**src/rtl/core/gnf_pkg.sv**
```systemverilog
`default_nettype none
package gnf_pkg;

  localparam int TABLE_SIZE = 256;
  localparam int TBL_W      = $clog2(TABLE_SIZE);
  localparam int MAX_LAYERS = 16;
  localparam int CNT_W      = 6;
  localparam int QDEPTH     = 2;
  localparam int QA_W       = $clog2(QDEPTH);
  localparam int ACC_W      = 40;
  localparam int K_W        = 21;
  localparam int P_W        = 24;

  localparam logic [4:0] LAST_STEP  = 5'd23;
  localparam logic [4:0] SCALE_LAST = 5'd2;

  localparam logic [1:0] CFG_BASE_FREQ   = 2'd0;
  localparam logic [1:0] CFG_FREQ_FACTOR = 2'd1;
  localparam logic [1:0] CFG_AMP_FACTOR  = 2'd2;
  localparam logic [1:0] CFG_LAYER_COUNT = 2'd3;

  localparam logic signed [24:0] FC_6  = 25'sd6;
  localparam logic signed [24:0] FC_10 = 25'sd10;
  localparam logic signed [24:0] FC_15 = 25'sd15;
  localparam logic signed [24:0] FC_30 = 25'sd30;
  localparam logic signed [24:0] FC_60 = 25'sd60;
  localparam logic [16:0] FIX_ONE = 17'h10000;

  typedef enum logic {REQ_LOAD = 1'b0, REQ_EVAL = 1'b1} req_kind_t;

  typedef struct packed {
    req_kind_t   kind;
    logic [7:0]  idx;
    logic [7:0]  val;
    logic [31:0] px;
    logic [31:0] py;
  } req_t;

  typedef struct packed {
    logic [15:0] base_freq;
    logic [15:0] freq_factor;
    logic [15:0] amp_factor;
    logic [4:0]  layer_count;
  } cfg_t;

  typedef enum logic [2:0] {ST_IDLE, ST_LOAD, ST_SCALE, ST_LAYER, ST_DONE} eng_state_t;

  typedef struct packed {
    logic [16:0] f;
    logic [17:0] df;
  } fade_t;

  function automatic logic signed [18:0] grad(input logic [1:0] h,
                                              input logic signed [16:0] x,
                                              input logic signed [16:0] y);
    logic signed [18:0] xe;
    logic signed [18:0] ye;
    logic signed [18:0] r;
    xe = 19'(x);
    ye = 19'(y);
    case (h)
      2'd0: r = xe + ye;
      2'd1: r = ye - xe;
      2'd2: r = xe - ye;
      default: r = -xe - ye;
    endcase
    return r;
  endfunction

  function automatic fade_t fade(input logic [15:0] t2, input logic [15:0] t3,
                                 input logic [15:0] t4, input logic [15:0] t5);
    logic signed [24:0] fv;
    logic signed [24:0] dv;
    fade_t r;
    fv = FC_6 * $signed({9'b0, t5}) - FC_15 * $signed({9'b0, t4})
       + FC_10 * $signed({9'b0, t3});
    dv = FC_30 * $signed({9'b0, t4}) - FC_60 * $signed({9'b0, t3})
       + FC_30 * $signed({9'b0, t2});
    if (fv < 0) r.f = '0;
    else if (fv > $signed({8'b0, FIX_ONE})) r.f = FIX_ONE;
    else r.f = fv[16:0];
    r.df = (dv < 0) ? '0 : dv[17:0];
    return r;
  endfunction

  function automatic logic [31:0] sat32(input logic signed [ACC_W-1:0] v);
    logic [31:0] r;
    if (v > $signed(ACC_W'(32'sh7fffffff))) r = 32'h7fffffff;
    else if (v < -$signed(ACC_W'(33'h080000000))) r = 32'h80000000;
    else r = v[31:0];
    return r;
  endfunction

  function automatic logic [7:0] tmask(input logic [7:0] v);
    return v & 8'(TABLE_SIZE - 1);
  endfunction

endpackage
`default_nettype wire

```
**src/rtl/core/gnf_front.sv**
```systemverilog
`default_nettype none
module gnf_front
  import gnf_pkg::*;
(
  input  wire logic        clk,
  input  wire logic        rst,
  input  wire logic        s_axis_tvalid,
  output logic             s_axis_tready,
  input  wire logic [79:0] s_axis_tdata,  // table_index, table_value, point_x, point_y
  input  wire logic        s_axis_tuser,  // req_type
  output logic             q_valid,
  output req_t             q_req,
  input  wire logic        q_pop
);

  req_t            slots [QDEPTH];
  logic [QA_W-1:0] wr_ptr;
  logic [QA_W-1:0] rd_ptr;
  logic [QA_W:0]   count;
  logic            push;
  req_t            in_req;

  assign s_axis_tready = (count != (QA_W+1)'(QDEPTH));
  assign push          = s_axis_tvalid && s_axis_tready;
  assign q_valid       = (count != '0);
  assign q_req         = slots[rd_ptr];

  always_comb begin
    in_req.kind = s_axis_tuser ? REQ_EVAL : REQ_LOAD;
    in_req.idx  = s_axis_tdata[7:0];
    in_req.val  = s_axis_tdata[15:8];
    in_req.px   = s_axis_tdata[47:16];
    in_req.py   = s_axis_tdata[79:48];
  end

  always_ff @(posedge clk) begin
    if (push) begin
      slots[wr_ptr] <= in_req;
    end
  end

  always_ff @(posedge clk) begin
    if (rst) begin
      wr_ptr <= '0;
      rd_ptr <= '0;
      count  <= '0;
    end else begin
      if (push) wr_ptr <= wr_ptr + 1'b1;
      if (q_pop) rd_ptr <= rd_ptr + 1'b1;
      if (push && !q_pop) count <= count + 1'b1;
      else if (!push && q_pop) count <= count - 1'b1;
    end
  end

endmodule
`default_nettype wire

```
**config.mk**
```make
export PLATFORM = sky130hd
export DESIGN_NAME = gnf_front
export DESIGN_NICKNAME = d
export VERILOG_FILES = /design/src/rtl/core/gnf_pkg.sv /design/src/rtl/core/gnf_front.sv
export SDC_FILE = /design/constraint.sdc
export NUM_CORES = 1
export LEC_CHECK = 0
export BUFFER_PORTS_ARGS = -buffer_cell sky130_fd_sc_hd__buf_2
export CAP_MARGIN = 20
export CORE_ASPECT_RATIO = 0.8
export CORE_UTILIZATION = 45
export CTS_BUF_LIST = sky130_fd_sc_hd__clkbuf_4 sky130_fd_sc_hd__clkbuf_8
export DETAILED_ROUTE_END_ITERATION = 12
export GPL_ROUTABILITY_DRIVEN = 0
export PLACE_DENSITY = 0.7
export SYNTH_ARGS = -nofsm -noshare
export SYNTH_HDL_FRONTEND = slang
export SYNTH_SLANG_ARGS = --single-unit
```
**constraint.sdc**
```tcl
create_clock -name clk -period 6.3 [get_ports clk]
set_clock_uncertainty 0.05 [all_clocks]
set_input_delay 1.575 -clock clk [delete_from_list [all_inputs] [get_ports clk]]
set_output_delay 1.575 -clock clk [all_outputs]
set_load 0.05 [all_outputs]
```
==> impl_results.md, run 1 <==
* # hold bufs at CTS at 0
* DRC at 0
* Clock tree from TritonCTS: done
* Hold crit path type: register to register
* Slew Limit Fails at 0
* Final setup viols at 0
* Via count at 3069
* Die height at 106 µm
* Avg WL per Cell at 16.5 µm
* GR Util All Layers at 15.7%
* Die area at 14000 µm²
* Critical Path Fanout Max at 81
* Post-synthesis net count at 362
* Vias in the first global route at 3112
* Core Area at 13100 µm²
* I/O Buffers at 167
* Worst EP arrival at 2.20 ns
* Dpl hpwl at 6.76 mm
* First-pass GRT wire length at 16.0 mm
* Mapped Area at 6100 µm²
* Antenna violations before repair at 1
* Skew-Pair Late Insertion Delay at 0.43 ns
* Slew margin rel. at 28.7%
* First-pass DRT Iterations at 4
* Sequential area share after synthesis at 81.3%
* WP data required at 4.68 ns
* I/O pins at 168
* Crit path time final at 3.83 ns
* Post-CTS setup buffers at 0
* Largest net degree at the start of global routing at 82
* Area growth syn-to-layout at 21.9%
* Nets@finish at 542
* Critical path's slowest cell: dfxtp_4
* Final Hold Viols at 0
* TritonCTS sink count at 167
* Max clock buf depth at 2
* #FFs+latches synth at 167
* Pleak at 2.77 nW
* Gr ovfl total at 0
* CTS clk-pin slew, worst paths at 0.08 ns
* Highest clock rate at 261 MHz
* Startpoint Class: register
* Mean Syn Cell Area at 22.1 µm²
* Routed Antenna Nets at 0
* Synth Instances at 276
* Starting density of the core at 46.8%
* RSZ-0062 raised after global routing: false
* Layout cell share with drive strength beyond 1 at 60.3%
* Number of distinct library cells after synthesis at 19
* Tcrit/Tclk final at 60.8%
* Root buf cell: clkbuf_8
* CP Class: register to primary output
* Die Wd at 132 µm
* Outcome: complete, no violations
* Largest stage delay on the critical path at 1.07 ns
* P per Cell Area at 354 nW/µm²
* Placement row count at 37
* Total power at 0.00263 W
* WHS at 0.463 ns
* Post-DR vias/cell at 4.77
* H-tree Lvls at 4
* Setup TNS at 0 ns
* CP delay by family, top: flip-flops
* Drt first-iter violations at 167
* Critical path, cell by cell: mux2_2, buf_2
* Max VDD drop at 0.000302 V
* Final Routed Wirelength at 10.6 mm
* CTS Buf Count at 17
* Worst Max-Slew Pin Slew at 1.07 ns
* CP Buf/Inv Count at 1
* CP Capture Type: primary output
* Yosys warnings at 0
* Post-CTS sizing at 0
* Maxcap violations at 0
## tightest hold or removal path: cells and delay by family, from the launching register on
| family | cells | cell delay [ns] |
|---|---|---|
| xor+xnor | 1 | 0.08 |
| flops | 1 | 0.33 |
| simple gates | 1 | 0.07 |
## cell usage in the layout (no fill, tap or decap)
| cell type | instances |
|---|---|
| a21bo_2 | 1 |
| a21oi_1 | 2 |
| and2_1 | 1 |
| and3_4 | 1 |
| buf_12 | 1 |
| buf_2 | 167 |
| buf_4 | 2 |
| bufinv_16 | 1 |
| clkbuf_4 | 1 |
| clkbuf_8 | 17 |
| clkinv_1 | 6 |
| clkinv_2 | 5 |
| clkinvlp_4 | 1 |
| dfxtp_1 | 4 |
| dfxtp_4 | 1 |
| diode_2 | 1 |
| edfxtp_1 | 162 |
| ha_1 | 1 |
| inv_1 | 1 |
| inv_6 | 1 |
| mux2_2 | 81 |
| nand2b_4 | 1 |
| nand3b_1 | 1 |
| nor2_1 | 3 |
| o21ai_0 | 1 |
| or2_2 | 1 |
| or3_1 | 1 |
| xnor2_1 | 1 |
| xor2_1 | 2 |
## synthesized netlist by cell type
| library cell | n | area, µm² |
|---|---|---|
| edfxtp_1 | 162 | 4860 |
| mux2_2 | 81 | 912 |
| buf_6 | 8 | 90.1 |
| dfxtp_1 | 5 | 100 |
| nor2_1 | 3 | 11.3 |
| a21oi_1 | 2 | 10.0 |
| inv_1 | 2 | 7.51 |
| xor2_1 | 2 | 17.5 |
| a21bo_2 | 1 | 10.0 |
| and2_1 | 1 | 6.26 |
| and3_1 | 1 | 6.26 |
| buf_4 | 1 | 7.51 |
| ha_1 | 1 | 12.5 |
| nand2b_4 | 1 | 13.8 |
| nand3b_1 | 1 | 7.51 |
| o21ai_0 | 1 | 5.00 |
| or2_2 | 1 | 6.26 |
| or3_1 | 1 | 6.26 |
| xnor2_1 | 1 | 8.76 |
## through the flow
stage | setup slack [ns] | instance area [µm²] | instances | utilization (%)
2_1_floorplan | 2.29 | 6100 | 276 | -
3_3_place_gp | 2.75 | 7090 | 611 | 54.3
3_5_place_dp | 2.69 | 7090 | 611 | 54.3
4_1_cts | 2.39 | 7420 | 642 | 56.8
5_1_grt | 2.31 | 7440 | 643 | 57.0
6_report | 2.47 | 7440 | 644 | 57.0
## cell families after synthesis
group | synth area share [%]
xor gates and xnor gates | 0.431
buffers and inverters | 1.72
adders and majority gates | 0.205
muxes | 14.9
DFF | 81.3
and+or+nand+nor | 0.943
AOI/OAI and AO/OA | 0.410
## worst paths after layout
check                        startpoint  depth (start not counted)  slack, ns                endpoint
setup / recovery               register                          2       2.47               q_req[10]
hold / removal      rd_ptr$_SDFFE_PP0P_                          2       0.46                register
setup reg to reg  count[0]$_SDFFE_PP0P_                          3       4.14  slots[1][73]$_DFFE_PP_
hold reg to reg     rd_ptr$_SDFFE_PP0P_                          2       0.46                register
## layout make-up
class,count,area [µm²]
Antenna cell,1,2.50
Clock inverter,13,88.8
Inverter,2,8.76
Sequential cell,167,4970
Timing Repair Buffer,170,871
Fill cell,1065,5620
Tap cell,175,219
Multi-Input combinational cell,98,1040
Clock buffer,18,241
## power breakdown
part	switching (W)	leakage (nW)	total, W	internal [W]
registers	0.0000452	1.55	0.00139	0.00134
clock network	0.000354	0.171	0.000658	0.000304
logic	0.000425	1.04	0.000588	0.000163
## routing by layer
layer  wire length, µm  track usage, %  share of wire, %
met1              4660            20.0                44
met5                 0               0                 0
met2              4900            23.7                46
met3               972            7.53               9.2
met4                82            4.93              0.77
## state kept, by name (all words and copies together) (netlist names), named ones only
name and cells:
count 2, rd_ptr 1, slots 162, wr_ptr 1
Power figures use the tool's default switching activity.
==> run 2, diff against run 1 <==
--- a/config.mk
+++ b/config.mk
@@ -12,7 +12,7 @@
 export CTS_BUF_LIST = sky130_fd_sc_hd__clkbuf_4 sky130_fd_sc_hd__clkbuf_8
 export DETAILED_ROUTE_END_ITERATION = 12
 export GPL_ROUTABILITY_DRIVEN = 0
-export PLACE_DENSITY = 0.7
+export PLACE_DENSITY = 0.73
 export SYNTH_ARGS = -nofsm -noshare
 export SYNTH_HDL_FRONTEND = slang
 export SYNTH_SLANG_ARGS = --single-unit
==> constraint.sdc (replaced) <==
create_clock -name clk -period 3.35 [get_ports clk]
set_clock_uncertainty 0.05 [all_clocks]
set_input_delay 0.8375 -clock clk [delete_from_list [all_inputs] [get_ports clk]]
set_output_delay 0.8375 -clock clk [all_outputs]
set_load 0.05 [all_outputs]
==> run 2 against run 1 <==
Against the previous run: register-to-register slack lost 2.7 ns; count of clock-buffer cells in the layout rose by 3; global-route usage is 0.39 points higher; sequential share of layout area is 0.41 points lower; total power up 90%; critical endpoint is now q_req[24]; critical path depth grew 1; via count rose by 1.2%; sequential cell count unchanged; largest cell class unchanged.
==> impl_results.md, run 2 (synthesis gave the netlist of run 1 again) <==
* Outcome: complete, no violations
* Hold crit path type: register to register
* Clock tree from TritonCTS: done
* Pint at 0.00345 W
* P per Cell Area at 667 nW/µm²
* CP Class: register to primary output
* TritonCTS sink count at 167
* Post-route design area at 7480 µm²
* I/O pins at 168
* Final Routed Wirelength at 10.7 mm
* Most common cell after layout, fill and taps aside: buf_2
* Core Area at 13100 µm²
* Via count at 3107
* Final Hold Viols at 0
* Largest register FFs at 162
* Slew Limit Fails at 0
* R2r setup slk at 1.48 ns
* Area growth syn-to-layout at 22.6%
* Critical Path Fanout Max at 44
* Worst EP arrival at 2.08 ns
* CTS Buf Count at 17
* Highest clock rate at 337 MHz
* GR Util All Layers at 16.1%
* Crit path time final at 2.96 ns
* Slew margin rel. at 63.2%
* Die area at 14000 µm²
* Starting density of the core at 46.8%
* Comb power frac at 22.6%
* Placed cell area at 7140 µm²
* Startpoint Class: register
* Final setup viols at 0
* Post-CTS setup buffers at 0
* WP data required at 2.46 ns
* First-pass DRT Iterations at 4
* I/O Buffers at 167
* Routed Antenna Nets at 0
* Post-CTS sizing at 0
* # hold bufs at CTS at 0
* Die height at 106 µm
* Maxcap violations at 0
* Layout cell share with drive strength beyond 1 at 61.0%
* Drt first-iter violations at 159
* Largest register by flop count: slots
* Inserted Diodes at 0
* Worst Max-Slew Pin Slew at 0.552 ns
* Die Wd at 132 µm
* Clock Power Share at 25.4%
* Setup TNS at 0 ns
* Antenna violations before repair at 0
* Final WS setup at 0.386 ns
* Net Switching at 0.00155 W
* Post-DR vias/cell at 4.82
* Largest net degree at the start of global routing at 45
* Setup WS pre-CTS at 0.813 ns
* Top flop regs: slots: 162 flops, count: 2 flops
* Max VDD drop at 0.000368 V
* Vias in the first global route at 3249
* CTS clk-pin slew, worst paths at 0.07 ns
* Total power at 0.00499 W
* Avg WL per Cell at 16.6 µm
* Nets@finish at 543
* DRC at 0
* RSZ-0062 raised after global routing: false
* Commonest cells after routing, fill and taps aside: 167 x buf_2, 162 x edfxtp_1, 81 x mux2_2
* Tcrit/Tclk final at 88.5%
* Placement row count at 37
* WHS at 0.472 ns
* H-tree Lvls at 4
* Flop pwr share at 52.0%
* Root buf cell: clkbuf_8
* First-pass GRT wire length at 16.5 mm
* Pleak at 2.78 nW
* Skew-Pair Late Insertion Delay at 0.43 ns
* Sw Share at 31.0%
* CP Capture Type: primary output
* Gr ovfl total at 0
* Dpl hpwl at 7.07 mm
* Max clock buf depth at 2
==> run 2: power groups by stage <==
stage / clock (W) / combinational, W / sequential, W
after global placement: 0 / 0.00113 / 0.00263
after global routing: 0.00140 / 0.00118 / 0.00262
after CTS: 0.00131 / 0.00114 / 0.00260
final: 0.00127 / 0.00113 / 0.00260
after detailed placement: 0 / 0.00114 / 0.00265
after floorplan: 0 / 0.000888 / 0.00262
==> run 2: stage by stage <==
| step | instances | utilization (%) |
|---|---|---|
| 2_1_floorplan | 276 | - |
| 3_3_place_gp | 613 | 54.7 |
| 3_5_place_dp | 613 | 54.7 |
| 4_1_cts | 644 | 57.3 |
| 5_1_grt | 644 | 57.3 |
| 6_report | 644 | 57.3 |
==> run 2: cell type report <==
type / instances / area [µm²]
clock inverters: 10 / 82.6
inverters: 2 / 8.76
repair buffers: 171 / 903
flip-flops and latches: 167 / 4970
multi-input cells: 98 / 1040
fillers: 1013 / 5570
clock buffers: 21 / 264
well taps: 175 / 219
==> run 2: path summary, 6_finish.rpt <==
path	cells after the start	start	end
max reg2reg	3	count[0]$_SDFFE_PP0P_	slots[1][20]$_DFFE_PP_
min reg2reg	2	rd_ptr$_SDFFE_PP0P_	rd_ptr$_SDFFE_PP0P_
max	3	register	q_req[24]
min	2	rd_ptr$_SDFFE_PP0P_	rd_ptr$_SDFFE_PP0P_
==> run 2: per-layer routing <==
layer / up-vias / GRT usage (%) / part of all wire, % / routed length [µm]
met5: - / 0 / 0 / 0
met4: 0 / 6.16 / 0.88 / 94
met3: 9 / 7.30 / 8.2 / 881
met2: 125 / 25.5 / 47 / 5070
met1: 1523 / 19.3 / 44 / 4660
li1: 1450 / - / - / -
==> run 2: worst max-delay path, cell delays in order, from the launching register on <==
cell,delay [ns]
dfxtp_4,0.69
buf_12,0.30
mux2_2,0.38
buf_2,0.21
